### src/rtl/bfh_pkg.sv
// Shared types and constants for the best-fit hole allocator.
// Used by the controller, the datapath, the top level and the checker.
`default_nettype none

package bfh_pkg;

	localparam int FIELD_W  = 16; // size fields on the ports
	localparam int ID_W     = 4;  // hole id / index field on the ports
	localparam int S_DATA_W = 24; // size_value, hole_index, padded
	localparam int M_DATA_W = 40; // hole_id, original_size, remaining_size, padded

	typedef enum logic [1:0] {
		OP_LOAD  = 2'd0,
		OP_ALLOC = 2'd1,
		OP_READ  = 2'd2,
		OP_CLEAR = 2'd3
	} bfh_op_t;

	typedef enum logic [1:0] {
		ST_OK        = 2'd0,
		ST_NOFIT     = 2'd1,
		ST_FULL      = 2'd2,
		ST_NOTLOADED = 2'd3
	} bfh_status_t;

	typedef enum logic [1:0] {
		S_IDLE,
		S_SCAN,
		S_READ,
		S_RESULT
	} bfh_state_t;

	// controller -> datapath
	typedef struct packed {
		logic cap;      // latch the incoming item, restart the scan
		logic scan_rd;  // read the next hole of the scan
		logic rd_issue; // read the hole named by the item
		logic commit;   // write the result and apply the side effect
	} bfh_cmd_t;

	// datapath -> controller
	typedef struct packed {
		logic scan_done; // every loaded hole has been read
		logic out_free;  // result register can take a new item
	} bfh_stat_t;

endpackage

`default_nettype wire

### src/rtl/bfh_ram.sv
// Generic single-write, single-read RAM with registered read data.
// No dependencies.
`default_nettype none

module bfh_ram #(
	parameter int WIDTH = 32,
	parameter int DEPTH = 16
) (
	input  wire logic                     clk,
	input  wire logic                     we,
	input  wire logic [$clog2(DEPTH)-1:0] waddr,
	input  wire logic [WIDTH-1:0]         wdata,
	input  wire logic                     re,
	input  wire logic [$clog2(DEPTH)-1:0] raddr,
	output logic      [WIDTH-1:0]         rdata
);

	logic [WIDTH-1:0] mem_q [DEPTH];

	always_ff @(posedge clk) begin
		if (we) begin
			mem_q[waddr] <= wdata;
		end
		if (re) begin
			rdata <= mem_q[raddr];
		end
	end

endmodule

`default_nettype wire

### src/rtl/bfh_datapath.sv
// Datapath: hole table RAM, hole count, best-fit scan registers, result register.
// Depends on bfh_pkg and bfh_ram.
`default_nettype none

module bfh_datapath
	import bfh_pkg::*;
#(
	parameter int MAX_HOLES = 16,
	parameter int SIZE_BITS = 16
) (
	input  wire logic                  clk,
	input  wire logic                  arst_n,
	input  wire bfh_cmd_t              cmd,
	output bfh_stat_t                  stat,
	input  wire bfh_op_t               in_op,
	input  wire logic [FIELD_W-1:0]    in_size,
	input  wire logic [ID_W-1:0]       in_index,
	output logic                       out_valid,
	input  wire logic                  out_ready,
	output logic                       out_granted,
	output logic [ID_W-1:0]            out_id,
	output logic [FIELD_W-1:0]         out_orig,
	output logic [FIELD_W-1:0]         out_rem,
	output bfh_status_t                out_status
);

	localparam int SW = (SIZE_BITS < FIELD_W) ? SIZE_BITS : FIELD_W;
	localparam int IW = $clog2(MAX_HOLES);
	localparam int CW = $clog2(MAX_HOLES + 1);
	localparam logic [CW-1:0] MAX_C = CW'(MAX_HOLES);

	bfh_op_t         op_q;
	logic [SW-1:0]   sz_q;
	logic [ID_W-1:0] idx_q;
	logic [CW-1:0]   count_q;
	logic [CW-1:0]   scan_q;
	logic            cmp_v_s1;
	logic [IW-1:0]   scan_id_s1;
	logic            found_q;
	logic [IW-1:0]   best_id_q;
	logic [SW-1:0]   best_orig_q;
	logic [SW-1:0]   best_rem_q;

	logic            ram_we;
	logic [IW-1:0]   ram_waddr;
	logic [2*SW-1:0] ram_wdata;
	logic            ram_re;
	logic [IW-1:0]   ram_raddr;
	logic [2*SW-1:0] ram_rdata;

	logic [SW-1:0]   rd_rem;
	logic [SW-1:0]   rd_orig;
	logic            full;
	logic            fit;
	logic            idx_loaded;
	logic [SW-1:0]   new_rem;
	logic [IW+3:0]   idx_w;
	logic [CW+3:0]   idx_cmp;
	logic [CW+3:0]   cnt_cmp;
	logic [IW+3:0]   best_id_w;
	logic [SW+15:0]  sz_w;
	logic [SW+15:0]  new_rem_w;
	logic [SW+15:0]  best_orig_w;
	logic [SW+15:0]  rd_orig_w;
	logic [SW+15:0]  rd_rem_w;

	logic               res_gr;
	logic [ID_W-1:0]    res_id;
	logic [FIELD_W-1:0] res_orig;
	logic [FIELD_W-1:0] res_rem;
	bfh_status_t        res_st;

	bfh_ram #(
		.WIDTH (2 * SW),
		.DEPTH (MAX_HOLES)
	) u_table (
		.clk   (clk),
		.we    (ram_we),
		.waddr (ram_waddr),
		.wdata (ram_wdata),
		.re    (ram_re),
		.raddr (ram_raddr),
		.rdata (ram_rdata)
	);

	always_comb begin
		rd_rem      = ram_rdata[SW-1:0];
		rd_orig     = ram_rdata[2*SW-1:SW];
		full        = (count_q >= MAX_C);
		new_rem     = best_rem_q - sz_q;
		idx_w       = {{IW{1'b0}}, idx_q};
		idx_cmp     = {{CW{1'b0}}, idx_q};
		cnt_cmp     = {4'b0, count_q};
		idx_loaded  = (idx_cmp < cnt_cmp);
		best_id_w   = {4'b0, best_id_q};
		sz_w        = {16'b0, sz_q};
		new_rem_w   = {16'b0, new_rem};
		best_orig_w = {16'b0, best_orig_q};
		rd_orig_w   = {16'b0, rd_orig};
		rd_rem_w    = {16'b0, rd_rem};
		// strict less-than keeps the lowest id on ties
		fit = cmp_v_s1 && (rd_rem >= sz_q) && (!found_q || (rd_rem < best_rem_q));

		stat.scan_done = (scan_q >= count_q);
		stat.out_free  = !out_valid || out_ready;

		ram_re    = cmd.scan_rd || cmd.rd_issue;
		ram_raddr = cmd.scan_rd ? scan_q[IW-1:0] : idx_w[IW-1:0];
		ram_we    = 1'b0;
		ram_waddr = best_id_q;
		ram_wdata = {best_orig_q, new_rem};
		if (op_q == OP_LOAD) begin
			ram_waddr = count_q[IW-1:0];
			ram_wdata = {sz_q, sz_q};
		end

		res_gr   = 1'b0;
		res_id   = '0;
		res_orig = '0;
		res_rem  = '0;
		res_st   = ST_OK;
		case (op_q)
			OP_LOAD: begin
				if (full) begin
					res_st = ST_FULL;
				end else begin
					ram_we   = cmd.commit;
					res_id   = cnt_cmp[3:0];
					res_orig = sz_w[15:0];
					res_rem  = sz_w[15:0];
				end
			end
			OP_ALLOC: begin
				if (found_q) begin
					ram_we   = cmd.commit;
					res_gr   = 1'b1;
					res_id   = best_id_w[3:0];
					res_orig = best_orig_w[15:0];
					res_rem  = new_rem_w[15:0];
				end else begin
					res_st = ST_NOFIT;
				end
			end
			OP_READ: begin
				res_id = idx_q;
				if (idx_loaded) begin
					res_orig = rd_orig_w[15:0];
					res_rem  = rd_rem_w[15:0];
				end else begin
					res_st = ST_NOTLOADED;
				end
			end
			default: begin
				// clear: all zero, status ok
			end
		endcase
	end

	// item and best-fit registers
	always_ff @(posedge clk) begin
		if (cmd.cap) begin
			op_q  <= in_op;
			sz_q  <= in_size[SW-1:0];
			idx_q <= in_index;
		end
		if (cmd.scan_rd) begin
			scan_id_s1 <= scan_q[IW-1:0];
		end
		if (fit) begin
			best_id_q   <= scan_id_s1;
			best_orig_q <= rd_orig;
			best_rem_q  <= rd_rem;
		end
	end

	always_ff @(posedge clk or negedge arst_n) begin
		if (!arst_n) begin
			count_q  <= '0;
			scan_q   <= '0;
			cmp_v_s1 <= 1'b0;
			found_q  <= 1'b0;
		end else begin
			cmp_v_s1 <= cmd.scan_rd;
			if (cmd.cap) begin
				scan_q  <= '0;
				found_q <= 1'b0;
			end else begin
				if (cmd.scan_rd) begin
					scan_q <= scan_q + 1'b1;
				end
				if (fit) begin
					found_q <= 1'b1;
				end
			end
			if (cmd.commit) begin
				if (op_q == OP_LOAD && !full) begin
					count_q <= count_q + 1'b1;
				end else if (op_q == OP_CLEAR) begin
					count_q <= '0;
				end
			end
		end
	end

	// result register
	always_ff @(posedge clk) begin
		if (cmd.commit) begin
			out_granted <= res_gr;
			out_id      <= res_id;
			out_orig    <= res_orig;
			out_rem     <= res_rem;
			out_status  <= res_st;
		end
	end

	always_ff @(posedge clk or negedge arst_n) begin
		if (!arst_n) begin
			out_valid <= 1'b0;
		end else if (cmd.commit) begin
			out_valid <= 1'b1;
		end else if (out_ready) begin
			out_valid <= 1'b0;
		end
	end

endmodule

`default_nettype wire

### src/rtl/bfh_ctrl.sv
// Controller state machine: sequences load, allocate scan, read and clear.
// Depends on bfh_pkg.
`default_nettype none

module bfh_ctrl
	import bfh_pkg::*;
(
	input  wire logic      clk,
	input  wire logic      arst_n,
	input  wire logic      in_valid,
	output logic           in_ready,
	input  wire bfh_op_t   in_op,
	input  wire bfh_stat_t stat,
	output bfh_cmd_t       cmd
);

	bfh_state_t state_q;
	bfh_state_t state_d;

	always_ff @(posedge clk or negedge arst_n) begin
		if (!arst_n) begin
			state_q <= S_IDLE;
		end else begin
			state_q <= state_d;
		end
	end

	always_comb begin
		state_d  = state_q;
		in_ready = 1'b0;
		cmd      = '0;
		case (state_q)
			S_IDLE: begin
				in_ready = 1'b1;
				if (in_valid) begin
					cmd.cap = 1'b1;
					case (in_op)
						OP_ALLOC: state_d = S_SCAN;
						OP_READ:  state_d = S_READ;
						default:  state_d = S_RESULT;
					endcase
				end
			end
			S_SCAN: begin
				// last compare lands in the cycle that sees scan_done
				if (stat.scan_done) begin
					state_d = S_RESULT;
				end else begin
					cmd.scan_rd = 1'b1;
				end
			end
			S_READ: begin
				cmd.rd_issue = 1'b1;
				state_d      = S_RESULT;
			end
			S_RESULT: begin
				if (stat.out_free) begin
					cmd.commit = 1'b1;
					state_d    = S_IDLE;
				end
			end
			default: begin
				state_d = S_IDLE;
			end
		endcase
	end

endmodule

`default_nettype wire

### src/rtl/best_fit_hole_allocator.sv
// Top level of the best-fit hole allocator: stream ports, controller, datapath.
// Depends on bfh_pkg, bfh_ctrl, bfh_datapath.
`default_nettype none

// Keeps a table of up to MAX_HOLES holes, each with its loaded size and its
// remaining free size. Operation (in s_tuser) selects load, allocate, read
// or clear; one result item comes back for every item taken. Items are
// handled one at a time. Load and clear go from accept straight to the
// result state; read first issues one table read; allocate first scans
// every loaded hole, one per cycle through the table RAM's single read
// port. The result sits in an output register, so the next item is accepted
// while a result still waits. Ties on allocate go to the lowest hole id.
// Sizes use the low min(SIZE_BITS, 16) bits of size_value.
module best_fit_hole_allocator
	import bfh_pkg::*;
#(
	parameter int MAX_HOLES = 16,
	parameter int SIZE_BITS = 16
) (
	input  wire logic                clk,
	input  wire logic                arst_n,
	input  wire logic                s_tvalid,
	output logic                     s_tready,
	input  wire logic [S_DATA_W-1:0] s_tdata,  // size_value[15:0], hole_index[19:16]
	input  wire logic [1:0]          s_tuser,  // operation[1:0]
	output logic                     m_tvalid,
	input  wire logic                m_tready,
	output logic [M_DATA_W-1:0]      m_tdata,  // hole_id[3:0], original_size[19:4],
	                                           // remaining_size[35:20]
	output logic [2:0]               m_tuser   // granted[0], status[2:1]
);

	bfh_cmd_t           cmd;
	bfh_stat_t          stat;
	bfh_op_t            in_op;
	logic               granted;
	logic [ID_W-1:0]    hole_id;
	logic [FIELD_W-1:0] original_size;
	logic [FIELD_W-1:0] remaining_size;
	bfh_status_t        status;

	assign in_op = bfh_op_t'(s_tuser);

	bfh_ctrl u_ctrl (
		.clk      (clk),
		.arst_n   (arst_n),
		.in_valid (s_tvalid),
		.in_ready (s_tready),
		.in_op    (in_op),
		.stat     (stat),
		.cmd      (cmd)
	);

	bfh_datapath #(
		.MAX_HOLES (MAX_HOLES),
		.SIZE_BITS (SIZE_BITS)
	) u_dp (
		.clk         (clk),
		.arst_n      (arst_n),
		.cmd         (cmd),
		.stat        (stat),
		.in_op       (in_op),
		.in_size     (s_tdata[15:0]),
		.in_index    (s_tdata[19:16]),
		.out_valid   (m_tvalid),
		.out_ready   (m_tready),
		.out_granted (granted),
		.out_id      (hole_id),
		.out_orig    (original_size),
		.out_rem     (remaining_size),
		.out_status  (status)
	);

	assign m_tdata = {4'b0, remaining_size, original_size, hole_id};
	assign m_tuser = {status, granted};

endmodule

`default_nettype wire

### config.mk
export PLATFORM = sky130hd
export DESIGN_NAME = best_fit_hole_allocator
export DESIGN_NICKNAME = d
export VERILOG_FILES = /design/src/rtl/bfh_pkg.sv /design/src/rtl/bfh_ram.sv /design/src/rtl/bfh_datapath.sv /design/src/rtl/bfh_ctrl.sv /design/src/rtl/best_fit_hole_allocator.sv
export SDC_FILE = /design/constraint.sdc
export NUM_CORES = 1
export LEC_CHECK = 0
export BUFFER_PORTS_ARGS = -buffer_cell sky130_fd_sc_hd__buf_2
export CAP_MARGIN = 20
export CORE_AREA = 10 10 220 222
export CTS_BUF_LIST = sky130_fd_sc_hd__clkbuf_16
export DETAILED_ROUTE_END_ITERATION = 8
export DIE_AREA = 0 0 230 232
export GPL_TIMING_DRIVEN = 0
export PLACE_DENSITY = 0.79
export SKIP_LAST_GASP = 1
export SLEW_MARGIN = 20
export SYNTH_ARGS = -nofsm -noshare
export SYNTH_HDL_FRONTEND = slang
export SYNTH_SLANG_ARGS = --single-unit
### constraint.sdc
create_clock -name clk -period 6.7 [get_ports clk]
set_clock_uncertainty 0.15 [all_clocks]
set_input_delay 0.67 -clock clk [delete_from_list [all_inputs] [get_ports clk]]
set_output_delay 0.67 -clock clk [all_outputs]
set_load 0.005 [all_outputs]
## Word-level counts from Yosys, hierarchy flattened

Memories as Yosys holds them, arrays and structs flattened. A register that Yosys moved wholly into a read port is not among the register bits.
Cells that the tools add are included.

- Register bits: 116
- Memory bits (writable): 512
- Bits of input ports: 30
- Output and inout port bits: 45
- Word-level logic and storage cells: 99
- Memories kept: 1

- Add/subtract/negate cells: 3
- Order comparisons: 5
- Eq/ne operators: 11
- Mux-type cells: 44
- Reductions and logical operators: 17

Memory list:

| memory | words | bits a word | rd ports | clocked after memory_dff | wr ports | line | RTL |
|---|---|---|---|---|---|---|---|
| u_dp.u_table.mem_q | 16 | 32 | 1 | 1 | 1 | bfh_ram.sv:18 | `logic [WIDTH-1:0] mem_q [DEPTH];` |

Operators by type and width:

| kind | number |
|---|---|
| 16-bit one-hot mux with 3 select lines | 2 |
| 16-bit two-way mux | 5 |
| 32-bit two-way mux | 1 |
| 5-bit two-way mux | 4 |
| 1-bit two-way mux | 18 |
| 16-bit >= comparator | 1 |
| 16-bit less-than comparator | 1 |
| 4-bit two-way mux | 4 |
| 16-bit subtractor | 1 |
| 4-bit one-hot mux with 3 select lines | 1 |
| 5-bit by 1-bit adder with 5-bit output (second input constant) | 2 |
| 2-bit == test (second input constant) | 5 |
| 2-bit two-way mux | 5 |
| 2-bit one-hot mux with 4 select lines | 1 |
| 2-bit nonzero test | 4 |
| 2-bit by 1-bit == test with 1-bit output (second input constant) | 3 |
| 2-bit != test (second input constant) | 3 |
| 2-bit one-hot mux with 3 select lines | 1 |
| 5-bit >= comparator | 1 |
| 5-bit >= comparator (second input constant) | 1 |
| 4-bit by 5-bit less-than comparator with 1-bit output | 1 |
| 2-bit logical NOT | 2 |
| 2-bit one-hot mux with 2 select lines | 1 |
| 1-bit logical AND | 3 |
| 5 further kinds | 9 |

## Logic depth before layout (Yosys ltp)

- Word-level depth: 8
- Gate-level depth with buffers: 12

## Hierarchy

From an unflattened synthesis, not the netlist that was laid out.

- Cells, all modules: 1,462
- Area total of the unflattened synthesis: 26,909.6 um^2

By module, submodules not included:

| module | times used | cells an instance | area an instance (um^2) | seq. area each (um^2) |
|---|---|---|---|---|
| bfh_ram | 1 | 838 | 20,155.6 | 16,335.7 |
| bfh_datapath | 1 | 597 | 6,500.0 | 3,358.2 |
| bfh_ctrl | 1 | 21 | 212.7 | 50.0 |
| best_fit_hole_allocator | 1 | 6 | 41.3 | 0.0 |

## Worst setup path before layout

No wires, ideal clock.

- Path type: reg-to-reg
- Start point: register u_dp.sz_q[0]
- End point: register u_dp.best_id_q[0] (enable)
- Data arrival time: 4.261 ns
- Setup slack: 1.805 ns
- Stages on the path, launching flop included: 9
- Buffers on the path: 0
- Clock period less this slack: 4.895 ns
- Cell sequence: edfxtp_1 -> ha_1 -> nand2b_1 -> a21oi_1 -> o21ai_0 -> a221o_1 -> a221oi_1 -> o31a_1 -> a211oi_1

- Longest elaborated chain between the ends: 3

Ends and longest elaborated chain:

| what | line | RTL |
|---|---|---|
| start, declared | bfh_datapath.sv:33 | `logic [SW-1:0] sz_q;` |
| start signal, assigned | bfh_datapath.sv:163 | `sz_q <= in_size[SW-1:0];` |
| 16-bit >= comparator | bfh_datapath.sv:102 | `fit = cmp_v_s1 && (rd_rem >= sz_q) && (!found_q \|\| (rd_rem < best_rem_q));` |
| 1-bit logical AND (2 in a row) | bfh_datapath.sv:102 |  |
| via u_dp.fit | bfh_datapath.sv:54 | `logic fit;` |
| end signal, assigned | bfh_datapath.sv:170 | `best_id_q <= scan_id_s1;` |
| end, declared | bfh_datapath.sv:40 | `logic [IW-1:0] best_id_q;` |

The timed path passes the listed nets, and every way through them passes these cells.
A chain may end at the register's enable or synchronous reset.

## Worst setup path in the final report

- Start point: register u_dp.count_q[4]
- End point: register u_dp.u_table.rdata[8], read port of u_dp.u_table.mem_q, data pin

- Longest elaborated chain between the ends: 4

Ends and longest elaborated chain:

| what | line | RTL |
|---|---|---|
| start, declared | bfh_datapath.sv:35 | `logic [CW-1:0] count_q;` |
| start signal, assigned | bfh_datapath.sv:197 | `count_q <= count_q + 1'b1;` |
| 5-bit >= comparator (*) | bfh_datapath.sv:104 | `stat.scan_done = (scan_q >= count_q);` |
| 1-bit two-way mux (*) | bfh_ctrl.sv:46 | `if (stat.scan_done) begin` |
| 1-bit two-way mux (*) | bfh_ctrl.sv:32 | `case (state_q)` |
| 4-bit two-way mux / 1-bit logical OR (equally long branches) | bfh_datapath.sv:108, bfh_datapath.sv:107 |  |
| end, declared | bfh_ram.sv:15 | `output logic [WIDTH-1:0] rdata` |

Mark *: on every way between the ends. The rest lies on a longest branch, timed or not.

==> flow_summary_export.csv <==
group,metric,value,unit
critical_path,rr_endpoint,"u_dp.u_table.rdata[8]$_DFFE_PP_",
die,start_util,61.5,%
timing,fin_crit,5000,ps
clock_tree,clock_sink_count,660,
min_path,hold_class,"in -> reg",
route,vias_per_cell,6.61,
critical_path,worst-endpoint-arrival,5170,ps
yosys,synth_edf_count,645,
clock_tree,tritoncts,"yes",
grt,grt_pass1_wl,105000,um
die,fp.dieH,232,um
layout,finalNonFillerCells,2470,
yosys,synth_warnings,0,
timing,hold_slack,111,ps
route,wl,71400,um
yosys,avgSynthCellArea,16.3,um^2
clock_tree,path_clk_slew,60,ps
clock_tree,h-tree-depth,3,
route,post_drt_wl_per_cell,28.9,um
route,drc,0,
timing,slew_headroom,25.3,%
route,ant_nets,0,
pwr,p_per_area,425,nW/um^2
critical_path,r2r_start,"u_dp.count_q[4]$_DFFE_PN0P_",
critical_path,ff2ff_path_depth,12,
yosys,synth_cell_type_count,59,
grt,grt_pass1_vias,16000,
critical_path,reg2reg_slack,1700,ps
grt,grt_antenna_before_repair,0,
grt,gr-total-overflow,0,
layout,drive_above_1_share,13.7,%
clock_tree,clk_latency,590,ps
route,num_vias,16300,
yosys,async_flop_share,2.27,%
yosys,synth_seq_area_share,73.0,%
pwr,irDropWorstVdd,236,uV
critical_path,crit_path_start_kind,"register",
min_path,whs_endpoint,"u_dp.sz_q[9]$_DFFE_PP_",
layout,syn_to_final_growth,15.0,%
timing,maxSlewViolCount,0,
die,io-pin-count,75,
pwr,p_leak,11.6,nW
pwr,total_power,0.0132,W
job,cap_violations,0,
critical_path,endpoint_kind,"register",
critical_path,required,6870,ps
die,core_area,43900,um^2
min_path,min_path_cells,1,
route,firstDrtPassIters,7,
placement,gp_congestion,0.964,
clock_tree,cts_root_buffer,"clkbuf_16",
placement,portBuffers,66,
die,num_rows,77,
timing,worst_slack,1700,ps
die,floorplan.die_area,53400,um^2
critical_path,cp_max_fo,10,
yosys,syn_area,27000,um^2
route,drtIter0Drc,2266,
yosys,synth-seq-cells,660,
timing,setup_viol,0,
clock_tree,cts.path.max_buffers,3,
grt,grt_max_degree,33,
timing,max_freq,0.200,GHz
timing,tightest_slew,1120,ps
clock_tree,cts_buffers,67,
placement,dp_cells,2355,
clock_tree,cts_resized,0,
critical_path,criticalPathCategory,"reg -> reg",
yosys,synth-main-ff-cell,"edfxtp_1",
grt,gr-usage-all-layers,26.7,%
layout,diodes,0,
clock_tree,post-cts-setup-buffers,0,
min_path,worstHoldStart,"s_tdata[9]",
layout,nNetsFinal,1926,
timing,finalHoldViolCount,0,
die,die_x,230,um
timing,rsz0062_at_grt,"no",
placement,place_ws,1930,ps
timing,fin_crit_sh,74.6,%
outcome,status,"complete, no violations",
placement,dp_hpwl,49200,um
yosys,synthCells,1662,
-- power by group --
part           switching [W]  internal (W)  leakage (nW)
Clock                0.00151       0.00211          1.07
Combinational        0.00254       0.00133          4.43
Sequential          0.000284       0.00544          6.05
Total                0.00433       0.00888          11.6
-- worst max-delay path: stages, from the launching register on --
cell and delay (ps):
dfrtp_1 330, clkbuf_1 360, inv_1 210, ha_1 380, nand2_1 100, nand3b_1 130, a31oi_4 300, mux2i_1 560
clkbuf_1 560, buf_2 570, mux2i_1 340, o22ai_1 130, or4_1 600
-- timing repair --
action / CTS / global route
setup endpoints to repair: 0 / 0
endpoints found under the hold margin: 15 / 0
hold buffers: 1 / 0
-- logic make-up after synthesis --
logic type,synth area share (%)
XOR/XNOR,0.486
AO/OA/AOI/OAI,6.99
adder cells (fa/ha/maj),2.94
multiplexers,9.86
other,0.0139
flip-flops,73.0
buffers and inverters,2.13
AND/OR/NAND/NOR,4.52
-- placed cells by master (no fill, tap or decap), types with 19 or more instances in the layout --
cell type  instances
edfxtp_1         645
mux2i_1          265
o22ai_1          128
buf_2             97
nand2_1           80
clkbuf_16         68
inv_1             67
ha_1              62
clkbuf_1          35
or4_1             33
o21ai_0           30
nor2_1            29
a21oi_1           21
a221o_1           19
-- Yosys cell counts (19+ instances only) --
cell type	count	area share [%]
clkbuf_1	36	0.50
o22ai_1	128	3.0
or4_1	33	0.92
mux2i_1	265	9.8
edfxtp_1	645	72
nor2_1	45	0.62
a21oi_1	22	0.41
ha_1	62	2.9
o21ai_0	39	0.72
inv_1	55	0.76
buf_2	31	0.57
nand2_1	80	1.1
a221o_1	19	0.70
-- cell type report --
type / count / area (um^2)
clock inverter: 46 / 410
timing repair buffer: 99 / 1040
buffer: 81 / 367
inverter: 56 / 210
fill: 2740 / 12800
sequential: 660 / 19700
clock buffer: 68 / 1700
tap: 592 / 741
multi-input combinational: 868 / 6880
-- layer usage --
layer	share of wire, %	wire length (um)	global-route usage [%]	up-vias
li1	-	-	-	6911
met1	39	27600	36.0	8148
met2	45	32100	40.1	1066
met3	11	7860	6.13	213
met4	5.4	3870	14.0	0
met5	0	0	0	-
-- how the worst max path moves through the flow --
stage / start / endpoint / slack, ps / depth (start not counted)
CTS: u_dp.count_q[4]$_DFFE_PN0P_ / u_dp.u_table.rdata[8]$_DFFE_PP_ / 1820 / 12
detailed placement: u_dp.count_q[4]$_DFFE_PN0P_ / u_dp.u_table.rdata[8]$_DFFE_PP_ / 1930 / 12
finish: u_dp.count_q[4]$_DFFE_PN0P_ / u_dp.u_table.rdata[8]$_DFFE_PP_ / 1700 / 12
floorplan: u_dp.sz_q[0]$_DFFE_PP_ / u_dp.best_id_q[0]$_DFFE_PP_ / 1800 / 8
global placement: u_dp.sz_q[0]$_DFFE_PP_ / u_dp.best_orig_q[9]$_DFFE_PP_ / -350 / 8
global route: u_dp.count_q[4]$_DFFE_PN0P_ / u_dp.u_table.rdata[8]$_DFFE_PP_ / 1510 / 12
-- state kept, by name, summed over array words and instances, names as in the netlist, 2 cells and up --
| name | count |
|---|---|
| u_dp.u_table.mem_q | 512 |
| u_dp.u_table.rdata | 32 |
| u_dp.best_orig_q | 16 |
| u_dp.best_rem_q | 16 |
| u_dp.out_orig | 16 |
| u_dp.out_rem | 16 |
| u_dp.sz_q | 16 |
| u_dp.count_q | 5 |
| u_dp.scan_q | 5 |
| u_dp.best_id_q | 4 |
| u_dp.idx_q | 4 |
| u_dp.out_id | 4 |
| u_dp.scan_id_s1 | 4 |
| u_ctrl.state_q | 2 |
| u_dp.op_q | 2 |
| u_dp.out_status | 2 |
-- through the flow --
step                utilization, %  area, um^2  TNS [ps]
finish                        70.8       31100         0
global route                  70.8       31100         0
CTS                           70.8       31100         0
detailed placement            65.9       29000         0
global placement              64.0       28100    -12510
floorplan                        -       27000         0
No activity file was read; power rests on OpenSTA's default activity.
